<file path="src/rtl/rdtt_pkg.sv">
// Shared constants and types for the request deadline timer table.
// No dependencies.
`default_nettype none
package rdtt_pkg;
  localparam int ENTRIES_DEF = 16;
  localparam int TIME_W = 48;
  localparam logic [TIME_W-1:0] TIME_MAX = {TIME_W{1'b1}};

  typedef enum logic [1:0] {
    CMD_ARM    = 2'd0,
    CMD_CANCEL = 2'd1,
    CMD_TICK   = 2'd2,
    CMD_QUERY  = 2'd3
  } cmd_t;

  typedef enum logic [2:0] {
    K_ARMED     = 3'd0,
    K_CANCELLED = 3'd1,
    K_EXPIRED   = 3'd2,
    K_QUERY     = 3'd3,
    K_TICK_NONE = 3'd4,
    K_FULL      = 3'd5
  } kind_t;

  typedef struct packed {
    cmd_t        cmd;
    logic [31:0] req_id;
    logic [31:0] timeout;
  } cmd_word_t;
endpackage
`default_nettype wire

</file>
<file path="src/rtl/rdtt_front.sv">
// Intake stage and two-entry command queue for the deadline timer table.
// Depends on rdtt_pkg.
`default_nettype none
module rdtt_front (
  input  wire logic               clk,
  input  wire logic               rst,
  input  wire logic               in_valid,
  output logic                    in_stall,
  input  wire rdtt_pkg::cmd_word_t in_word,
  output logic                    q_valid,
  output rdtt_pkg::cmd_word_t     q_word,
  input  wire logic               q_take
);
  rdtt_pkg::cmd_word_t buf0, buf1;
  logic [1:0] fill;
  logic push, pop;

  assign in_stall = (fill == 2'd2);
  assign push = in_valid && !in_stall;
  assign pop = q_take && (fill != 2'd0);
  assign q_valid = (fill != 2'd0);
  assign q_word = buf0;

  always_ff @(posedge clk) begin
    if (rst) begin
      fill <= 2'd0;
    end else begin
      fill <= fill + {1'b0, push} - {1'b0, pop};
    end
    if (pop) begin
      buf0 <= (fill == 2'd2) ? buf1 : in_word;
      if (push && fill == 2'd2) buf1 <= in_word;
    end else if (push) begin
      if (fill == 2'd0) buf0 <= in_word;
      else buf1 <= in_word;
    end
  end
endmodule
`default_nettype wire

</file>
<file path="src/rtl/rdtt_back.sv">
// Table engine: slot lookup, arm, cancel, query and one-slot-a-cycle expiry scan, paused while each word is held.
// Depends on rdtt_pkg.
`default_nettype none
module rdtt_back #(
  parameter int ENTRIES = rdtt_pkg::ENTRIES_DEF
) (
  input  wire logic                clk,
  input  wire logic                rst,
  input  wire logic                q_valid,
  input  wire rdtt_pkg::cmd_word_t q_word,
  output logic                     q_take,
  output logic                     out_valid,
  input  wire logic                out_stall,
  output logic [2:0]               kind,
  output logic [31:0]              req_id_out,
  output logic                     present,
  output logic [4:0]               pending,
  output logic                     last
);
  localparam int IW = (ENTRIES > 1) ? $clog2(ENTRIES) : 1;
  localparam int CW = $clog2(ENTRIES + 1);
  localparam int TW = rdtt_pkg::TIME_W;

  typedef enum logic [2:0] {
    S_IDLE = 3'b001,
    S_SCAN = 3'b010,
    S_OUT  = 3'b100
  } state_t;

  state_t state;
  logic [ENTRIES-1:0] slot_valid;
  logic [31:0] slot_tag [ENTRIES];
  logic [TW-1:0] slot_deadline [ENTRIES];
  logic [TW-1:0] now_ticks;
  logic [CW-1:0] armed_count;
  logic [IW-1:0] scan_idx;
  logic any_hit;
  logic scan_ret;

  logic [ENTRIES-1:0] hit_vec;
  logic hit;
  logic [IW-1:0] hit_idx;
  logic free;
  logic [IW-1:0] free_idx;
  logic [TW:0] dl_sum;
  logic [TW-1:0] dl;
  logic due;
  logic later_due;

  always_comb begin
    hit = 1'b0;
    hit_idx = '0;
    free = 1'b0;
    free_idx = '0;
    for (int i = ENTRIES - 1; i >= 0; i--) begin
      hit_vec[i] = slot_valid[i] && (slot_tag[i] == q_word.req_id);
      if (hit_vec[i]) begin
        hit = 1'b1;
        hit_idx = IW'(i);
      end
      if (!slot_valid[i]) begin
        free = 1'b1;
        free_idx = IW'(i);
      end
    end
    later_due = 1'b0;
    for (int i = 0; i < ENTRIES; i++) begin
      if (IW'(i) > scan_idx && slot_valid[i] && slot_deadline[i] <= now_ticks)
        later_due = 1'b1;
    end
  end

  assign dl_sum = {1'b0, now_ticks} + {{(TW - 31){1'b0}}, q_word.timeout};
  assign dl = dl_sum[TW] ? rdtt_pkg::TIME_MAX : dl_sum[TW-1:0];
  assign due = slot_valid[scan_idx] && slot_deadline[scan_idx] <= now_ticks;
  assign out_valid = (state == S_OUT);
  assign q_take = (state == S_IDLE) && q_valid;
  assign pending = 5'(armed_count);

  always_ff @(posedge clk) begin
    if (rst) begin
      state <= S_IDLE;
      slot_valid <= '0;
      now_ticks <= '0;
      armed_count <= '0;
      scan_idx <= '0;
      any_hit <= 1'b0;
      scan_ret <= 1'b0;
    end else begin
      unique case (state)
        S_IDLE: begin
          if (q_valid) begin
            req_id_out <= q_word.req_id;
            present <= 1'b0;
            last <= 1'b1;
            scan_ret <= 1'b0;
            state <= S_OUT;
            case (q_word.cmd)
              rdtt_pkg::CMD_ARM: begin
                if (hit) begin
                  slot_deadline[hit_idx] <= dl;
                  kind <= rdtt_pkg::K_ARMED;
                end else if (free) begin
                  slot_valid[free_idx] <= 1'b1;
                  slot_tag[free_idx] <= q_word.req_id;
                  slot_deadline[free_idx] <= dl;
                  armed_count <= armed_count + 1'b1;
                  kind <= rdtt_pkg::K_ARMED;
                end else begin
                  kind <= rdtt_pkg::K_FULL;
                end
              end
              rdtt_pkg::CMD_CANCEL: begin
                kind <= rdtt_pkg::K_CANCELLED;
                present <= hit;
                if (hit) begin
                  slot_valid[hit_idx] <= 1'b0;
                  armed_count <= armed_count - 1'b1;
                end
              end
              rdtt_pkg::CMD_QUERY: begin
                kind <= rdtt_pkg::K_QUERY;
                present <= hit;
              end
              default: begin
                if (now_ticks != rdtt_pkg::TIME_MAX) now_ticks <= now_ticks + 1'b1;
                scan_idx <= '0;
                any_hit <= 1'b0;
                state <= S_SCAN;
              end
            endcase
          end
        end
        S_SCAN: begin
          if (due) begin
            slot_valid[scan_idx] <= 1'b0;
            armed_count <= armed_count - 1'b1;
            kind <= rdtt_pkg::K_EXPIRED;
            req_id_out <= slot_tag[scan_idx];
            present <= 1'b0;
            last <= !later_due;
            any_hit <= 1'b1;
            scan_ret <= later_due;
            state <= S_OUT;
          end else if (32'(scan_idx) == ENTRIES - 1) begin
            if (!any_hit) begin
              kind <= rdtt_pkg::K_TICK_NONE;
              req_id_out <= '0;
              present <= 1'b0;
              last <= 1'b1;
              scan_ret <= 1'b0;
              state <= S_OUT;
            end else begin
              state <= S_IDLE;
            end
          end
          if (!due || !later_due) begin
            if (32'(scan_idx) != ENTRIES - 1) scan_idx <= scan_idx + 1'b1;
          end else begin
            scan_idx <= scan_idx + 1'b1;
          end
        end
        S_OUT: begin
          if (!out_stall) state <= scan_ret ? S_SCAN : S_IDLE;
        end
        default: state <= S_IDLE;
      endcase
    end
  end
endmodule
`default_nettype wire

</file>
<file path="src/rtl/request_deadline_timer_table.sv">
// Request deadline timer table: arm, cancel, query and tick with expiry reporting.
// Arm, cancel and query each give one word, registered through the command queue and the table engine.
// The engine takes the next arm, cancel or query only once the word of the last one is given.
// Tick scans one slot a cycle, pausing on each word it gives until that word is taken.
// A two-word command queue keeps intake open while the table engine works.
// Synchronous active-high reset empties the table and zeroes the clock.
// Depends on rdtt_pkg, rdtt_front, rdtt_back.
`default_nettype none
module request_deadline_timer_table #(
  parameter int ENTRIES = rdtt_pkg::ENTRIES_DEF
) (
  input  wire logic        clk,
  input  wire logic        rst,
  input  wire logic        in_valid,
  output logic             in_stall,
  input  wire logic [1:0]  cmd,
  input  wire logic [31:0] req_id,
  input  wire logic [31:0] timeout,
  output logic             out_valid,
  input  wire logic        out_stall,
  output logic [2:0]       kind,
  output logic [31:0]      req_id_out,
  output logic             present,
  output logic [4:0]       pending,
  output logic             last
);
  rdtt_pkg::cmd_word_t in_word, q_word;
  logic q_valid, q_take;

  assign in_word.cmd = rdtt_pkg::cmd_t'(cmd);
  assign in_word.req_id = req_id;
  assign in_word.timeout = timeout;

  rdtt_front u_front (
    .clk(clk), .rst(rst), .in_valid(in_valid), .in_stall(in_stall),
    .in_word(in_word), .q_valid(q_valid), .q_word(q_word), .q_take(q_take)
  );

  rdtt_back #(.ENTRIES(ENTRIES)) u_back (
    .clk(clk), .rst(rst), .q_valid(q_valid), .q_word(q_word), .q_take(q_take),
    .out_valid(out_valid), .out_stall(out_stall), .kind(kind),
    .req_id_out(req_id_out), .present(present), .pending(pending), .last(last)
  );
endmodule
`default_nettype wire

</file>
<file path="config.mk">
export PLATFORM = sky130hd
export DESIGN_NAME = request_deadline_timer_table
export DESIGN_NICKNAME = d
export VERILOG_FILES = /design/src/rtl/rdtt_pkg.sv /design/src/rtl/rdtt_front.sv /design/src/rtl/rdtt_back.sv /design/src/rtl/request_deadline_timer_table.sv
export SDC_FILE = /design/constraint.sdc
export NUM_CORES = 2
export LEC_CHECK = 0
export BUFFER_PORTS_ARGS = -buffer_cell sky130_fd_sc_hd__buf_2
export CORE_ASPECT_RATIO = 0.9
export CORE_MARGIN = 10
export CORE_UTILIZATION = 49
export CTS_CLUSTER_DIAMETER = 120
export CTS_CLUSTER_SIZE = 14
export DETAILED_ROUTE_END_ITERATION = 10
export PLACE_DENSITY = 0.78
export REMOVE_ABC_BUFFERS = 1
export SYNTH_ARGS = -nofsm -noshare
export SYNTH_HDL_FRONTEND = slang
export SYNTH_SLANG_ARGS = --single-unit
</file>
<file path="constraint.sdc">
create_clock -name clk -period 6.4 [get_ports clk]
set_input_delay 0.32 -clock clk [delete_from_list [all_inputs] [get_ports clk]]
set_output_delay 0.32 -clock clk [all_outputs]
set_load 0.01 [all_outputs]
</file>
# Word level (Yosys, flattened, before mapping)
# Memories as Yosys holds them, arrays and structs flattened. A register that Yosys moved wholly into a read port is not among the register bits.
# Index checks and enable logic that the tools add are counted.
# totals
input_bits	70
memories	2
ram_bits	1280
wordCells	366
regBits	249
# op_classes
muxes	175
n_eq_ne	39
order_cmp	39
n_reduce_logical	79
addsub	7
n_bitwise	7
# mem_list
memory	depth	word_bits	read_ports	rd_ports_with_merged_regs	wr	line	source
u_back.slot_deadline	16	48	17	1	1	rdtt_back.sv:33	logic [TW-1:0] slot_deadline [ENTRIES];
u_back.slot_tag	16	32	17	1	1	rdtt_back.sv:32	logic [31:0] slot_tag [ENTRIES];
# ops
cell	count
$le 48x48->1	17
$mux 66	8
$eq 32x32->1	16
$mux 4	41
$mux 32	4
$mux 48	2
$mux 1	80
$mux 16	5
$pmux 16 s2	2
$pmux 32 s2	1
$logic_and 1x1->1	56
$add 48x32->49	1
$add 48x1->48 const B	1
$ne 48x48->1 const B	1
$reduce_or 48->1	1
$mux 3	12
$and 16x16->16	2
$gt 4x4->1 const A	8
$not 16->16	2
$mux 5	5
$pmux 5 s2	2
$pmux 3 s3	2
$gt 3x4->1 const A	4
$or 16x16->16	1
40 further kinds	72

# Longest topological paths before layout
# An unclocked memory read counts as a cell.
# logic_depth
word_depth	29
depth_mapped	19

# By module
# Synthesis repeated with hierarchy kept, for this count alone.
# hier_totals
hier_cells	6224
hier_area_um2	85944.9
# modules_own_cells
module	cells_per_inst	seq_area_each_um2	area_per_inst_um2	instances
rdtt_back	5999	41189.5	80846.3	1
rdtt_front	225	4003.8	5098.6	1

# Worst setup path before layout
# Ideal clock, no wire load.
# synth_timing
path_kind	register to register
from	reg with a tool-made name
to	reg u_back.last (enable)
t_arrival_ps	6199
path_stages_with_launch	18
required_time_ps	5975
slack_ps	-224
setup_time_ps	425
path_buffers	5
cell_sequence	dfxtp_1 clkbuf_1 clkbuf_1 clkbuf_1 buf_1 mux4_2 mux4_2 ha_1 and4_1 and4_1 nand4_1 or4_1 o31ai_1 o211ai_1 clkbuf_1 nand2_1 o21ai_0 nor2_1
# synth_lines
element	line	source
end signal: assignment	rdtt_back.sv:141	last <= !later_due;
end: declaration	rdtt_back.sv:18	output logic last

==> flow_metrics.tcl <==
set metrics [dict create \
    required_ps 6870 \
    synthTopCellsByCount "edfxtp_1, ha_1, mux4_2, xor2_1, nand2_1" \
    drtPass1Iterations 6 \
    drt-initial-drc-count 10658 \
    critPathMaxFanout 49 \
    ys_seq_elements 1533 \
    clkLatencyLatePin_ps 850 \
    cts.sinks 1533 \
    postCtsSetupBuffers 0 \
    grt_pass1_wl_microns 444000 \
    rsz0062_at_grt "false" \
    fin_area_sq_mm 0.0945 \
    vias 61960 \
    synth_most_common_cell "edfxtp_1" \
    areaGrowthSynthToFinish_pct 9.79 \
    synth_edf_count 1449 \
    synth_area_leader_cell "edfxtp_1" \
    overflow 0 \
    wl_microns 316000 \
    drc 0 \
    regArea_sq_mm 0.0452 \
    hp-start "timeout[0]" \
    grt_pass1_vias 58880 \
    cts_buffer_depth 3 \
    worst_pin_slew_ps 1450 \
    antenna_found_initial 21 \
    hold_path_class "in2reg" \
    maxSlewHeadroom 0.0308 \
    setup_tns_ps 0 \
    cellPowerDensity_mw_per_mm2 289 \
    synth_ff_type "edfxtp_1" \
    numCtsBuffers 120 \
    die_area_sq_mm 0.193 \
    synth_area_leaders "edfxtp_1, ha_1, mux4_2, xor2_1, xnor2_1" \
    hold_viol 0 \
    start_util 0.494 \
    ys_seq_area_frac 0.525 \
    synth_cell_type_count 96 \
    clk_pin_slew_ps 70 \
    grtUsageTotal 0.320 \
    crit_arrival_ps 6380 \
    synth_top_area_frac 0.505 \
    final_nets 7318 \
    power_leakage_uw 0.0313 \
    rows 145 \
    placed_cell_area_sq_mm 0.0904 \
    place_hpwl_microns 238000 \
    ant_nets 0 \
    drv_slew 0 \
    ys.warnings.count 0 \
    coreArea_sq_mm 0.174 \
    routabilityCongestion 1.02 \
    port_buffers 113 \
    cts_tree "yes" \
    die_width_microns 462 \
    synth_area_sq_mm 0.0861 \
    min_period_ps 5920 \
    utilization 0.543 \
    grt_max_degree 105 \
    routedWlPerCell_microns 36.0 \
    vias_per_cell 7.05 \
    drive_gt1_frac 0.158 \
    crit_type "reg2reg" \
    cap_violations 0 \
    syn_avg_cell_area_sq_um 14.0 \
    synthArstFlopShare 0 \
    cp-start-kind "register" \
    multi_input_area_sq_mm 0.0395 \
    peakVddDrop_uv 469 \
    final_cells 8786 \
    dp_cells 8524 \
    finalSetupViolations 0 \
    fmax_mhz 169 \
    syn_inst 6158 \
    post-route-period-util 0.924 \
    crit_path_end_kind "register" \
    cts-root-buf "clkbuf_16" \
    num-fill-cells 13952 \
    ios 114 \
    die_height_microns 418 \
    cts_max_level 3 \
    outcome "complete, no violations" \
    finalClockSkew_ps 118 \
]
-- layout by cell type (no fill, tap or decap), types with 28 or more instances in the layout --
cell / n
a211oi_1: 50
a21o_1: 80
a21oi_1: 264
and4_1: 32
buf_12: 28
buf_2: 112
buf_4: 170
clkbuf_1: 58
clkbuf_16: 120
dfxtp_1: 80
dlygate4sd3_1: 68
edfxtp_1: 1449
ha_1: 809
inv_1: 112
mux2_2: 70
mux4_2: 405
nand2_1: 308
nand2b_1: 34
nand3_1: 141
nand4_1: 265
nor2_1: 193
nor2b_1: 43
nor3_1: 98
nor4_1: 188
o211ai_1: 51
o21a_1: 31
o21ai_0: 188
xnor2_1: 212
xor2_1: 368
-- cell families (layout without fill, tap and decap cells) --
logic type,after synthesis,in the layout,synth area share
multiplexers,482,482,0.116
adder cells (fa/ha/maj),810,810,0.118
other,0,4,0
AO/OA/AOI/OAI,898,898,0.0662
buffers and inverters,335,680,0.0199
XOR/XNOR,583,583,0.0596
AND/OR/NAND/NOR,1517,1518,0.0957
flip-flops,1533,1533,0.525
-- flip-flops by register name (all words and copies together) (netlist names), 2 cells and up, named ones only --
name                  count
u_back.pending            5
u_front.fill              2
u_back.req_id_out        32
u_back.scan_idx           4
u_back.slot_deadline    768
u_back.slot_tag         512
u_back.now_ticks         48
u_front.buf1             66
u_back.slot_valid        16
u_front.q_word           66
u_back.kind               3
u_back.state              3
-- metal layers --
| metal | routed length [microns] | track usage | vias up |
|---|---|---|---|
| li1 | - | - | 25280 |
| met1 | 122000 | 0.456 | 31073 |
| met2 | 128000 | 0.441 | 4874 |
| met3 | 52400 | 0.127 | 705 |
| met4 | 13500 | 0.111 | 28 |
| met5 | 197 | 0 | - |
-- repair_timing --
item / 4_1_cts / 5_1_grt
resized for setup: 1 / 1
setup endpoints to repair: 34 / 41
hold endpoints to repair: 142 / 0
hold buffers: 68 / 0
pin swaps: 1 / 0
gates cloned: 1 / 0
-- final timing paths --
kind	end	slack [ps]	depth (start not counted)
max	u_back.req_id_out[18]	480	16
min	u_front.buf1[0]	200	2
min reg2reg	u_back.scan_ret	490	2
max reg2reg	u_back.req_id_out[18]	480	16
-- through the flow --
stage / total power (uW) / hold WS [ps] / setup WS (ps)
after global placement: 19900 / 470 / -64.6
final: 27400 / 200 / 485
after detailed placement: 20000 / 476 / -83.3
after global routing: 28000 / 195 / 254
after CTS: 27100 / 137 / 238
after floorplan: 16900 / 389 / -12120
-- critical path: stages, from the launching register on --
cell	delay, ps
dfxtp_4	590
buf_12	400
mux4_2	570
mux4_2	490
ha_1	310
nand4_1	120
nor3_2	520
buf_4	210
nand4_1	120
or4_1	570
o31ai_1	90
o211ai_1	310
buf_4	260
nand2_1	80
o21ai_0	110
buf_4	200
nor2_4	520
-- final cells by class --
type / instances / share of cell area
Clock inverter: 10 / 0.00221
Multi-Input combinational cell: 4291 / 0.418
Timing Repair Buffer: 378 / 0.0326
Antenna cell: 4 / 0.000106
Sequential cell: 1533 / 0.478
Clock buffer: 178 / 0.0341
Inverter: 114 / 0.00453
Tap cell: 2278 / 0.0301
-- where the power goes --
part / total [uW] / internal, uW / switching [uW]
clock network: 7240 / 3470 / 3760
registers: 13300 / 12500 / 793
logic: 6840 / 2000 / 4840
total: 27400 / 18000 / 9400
Note: power is estimated with default switching activity, not from simulation.
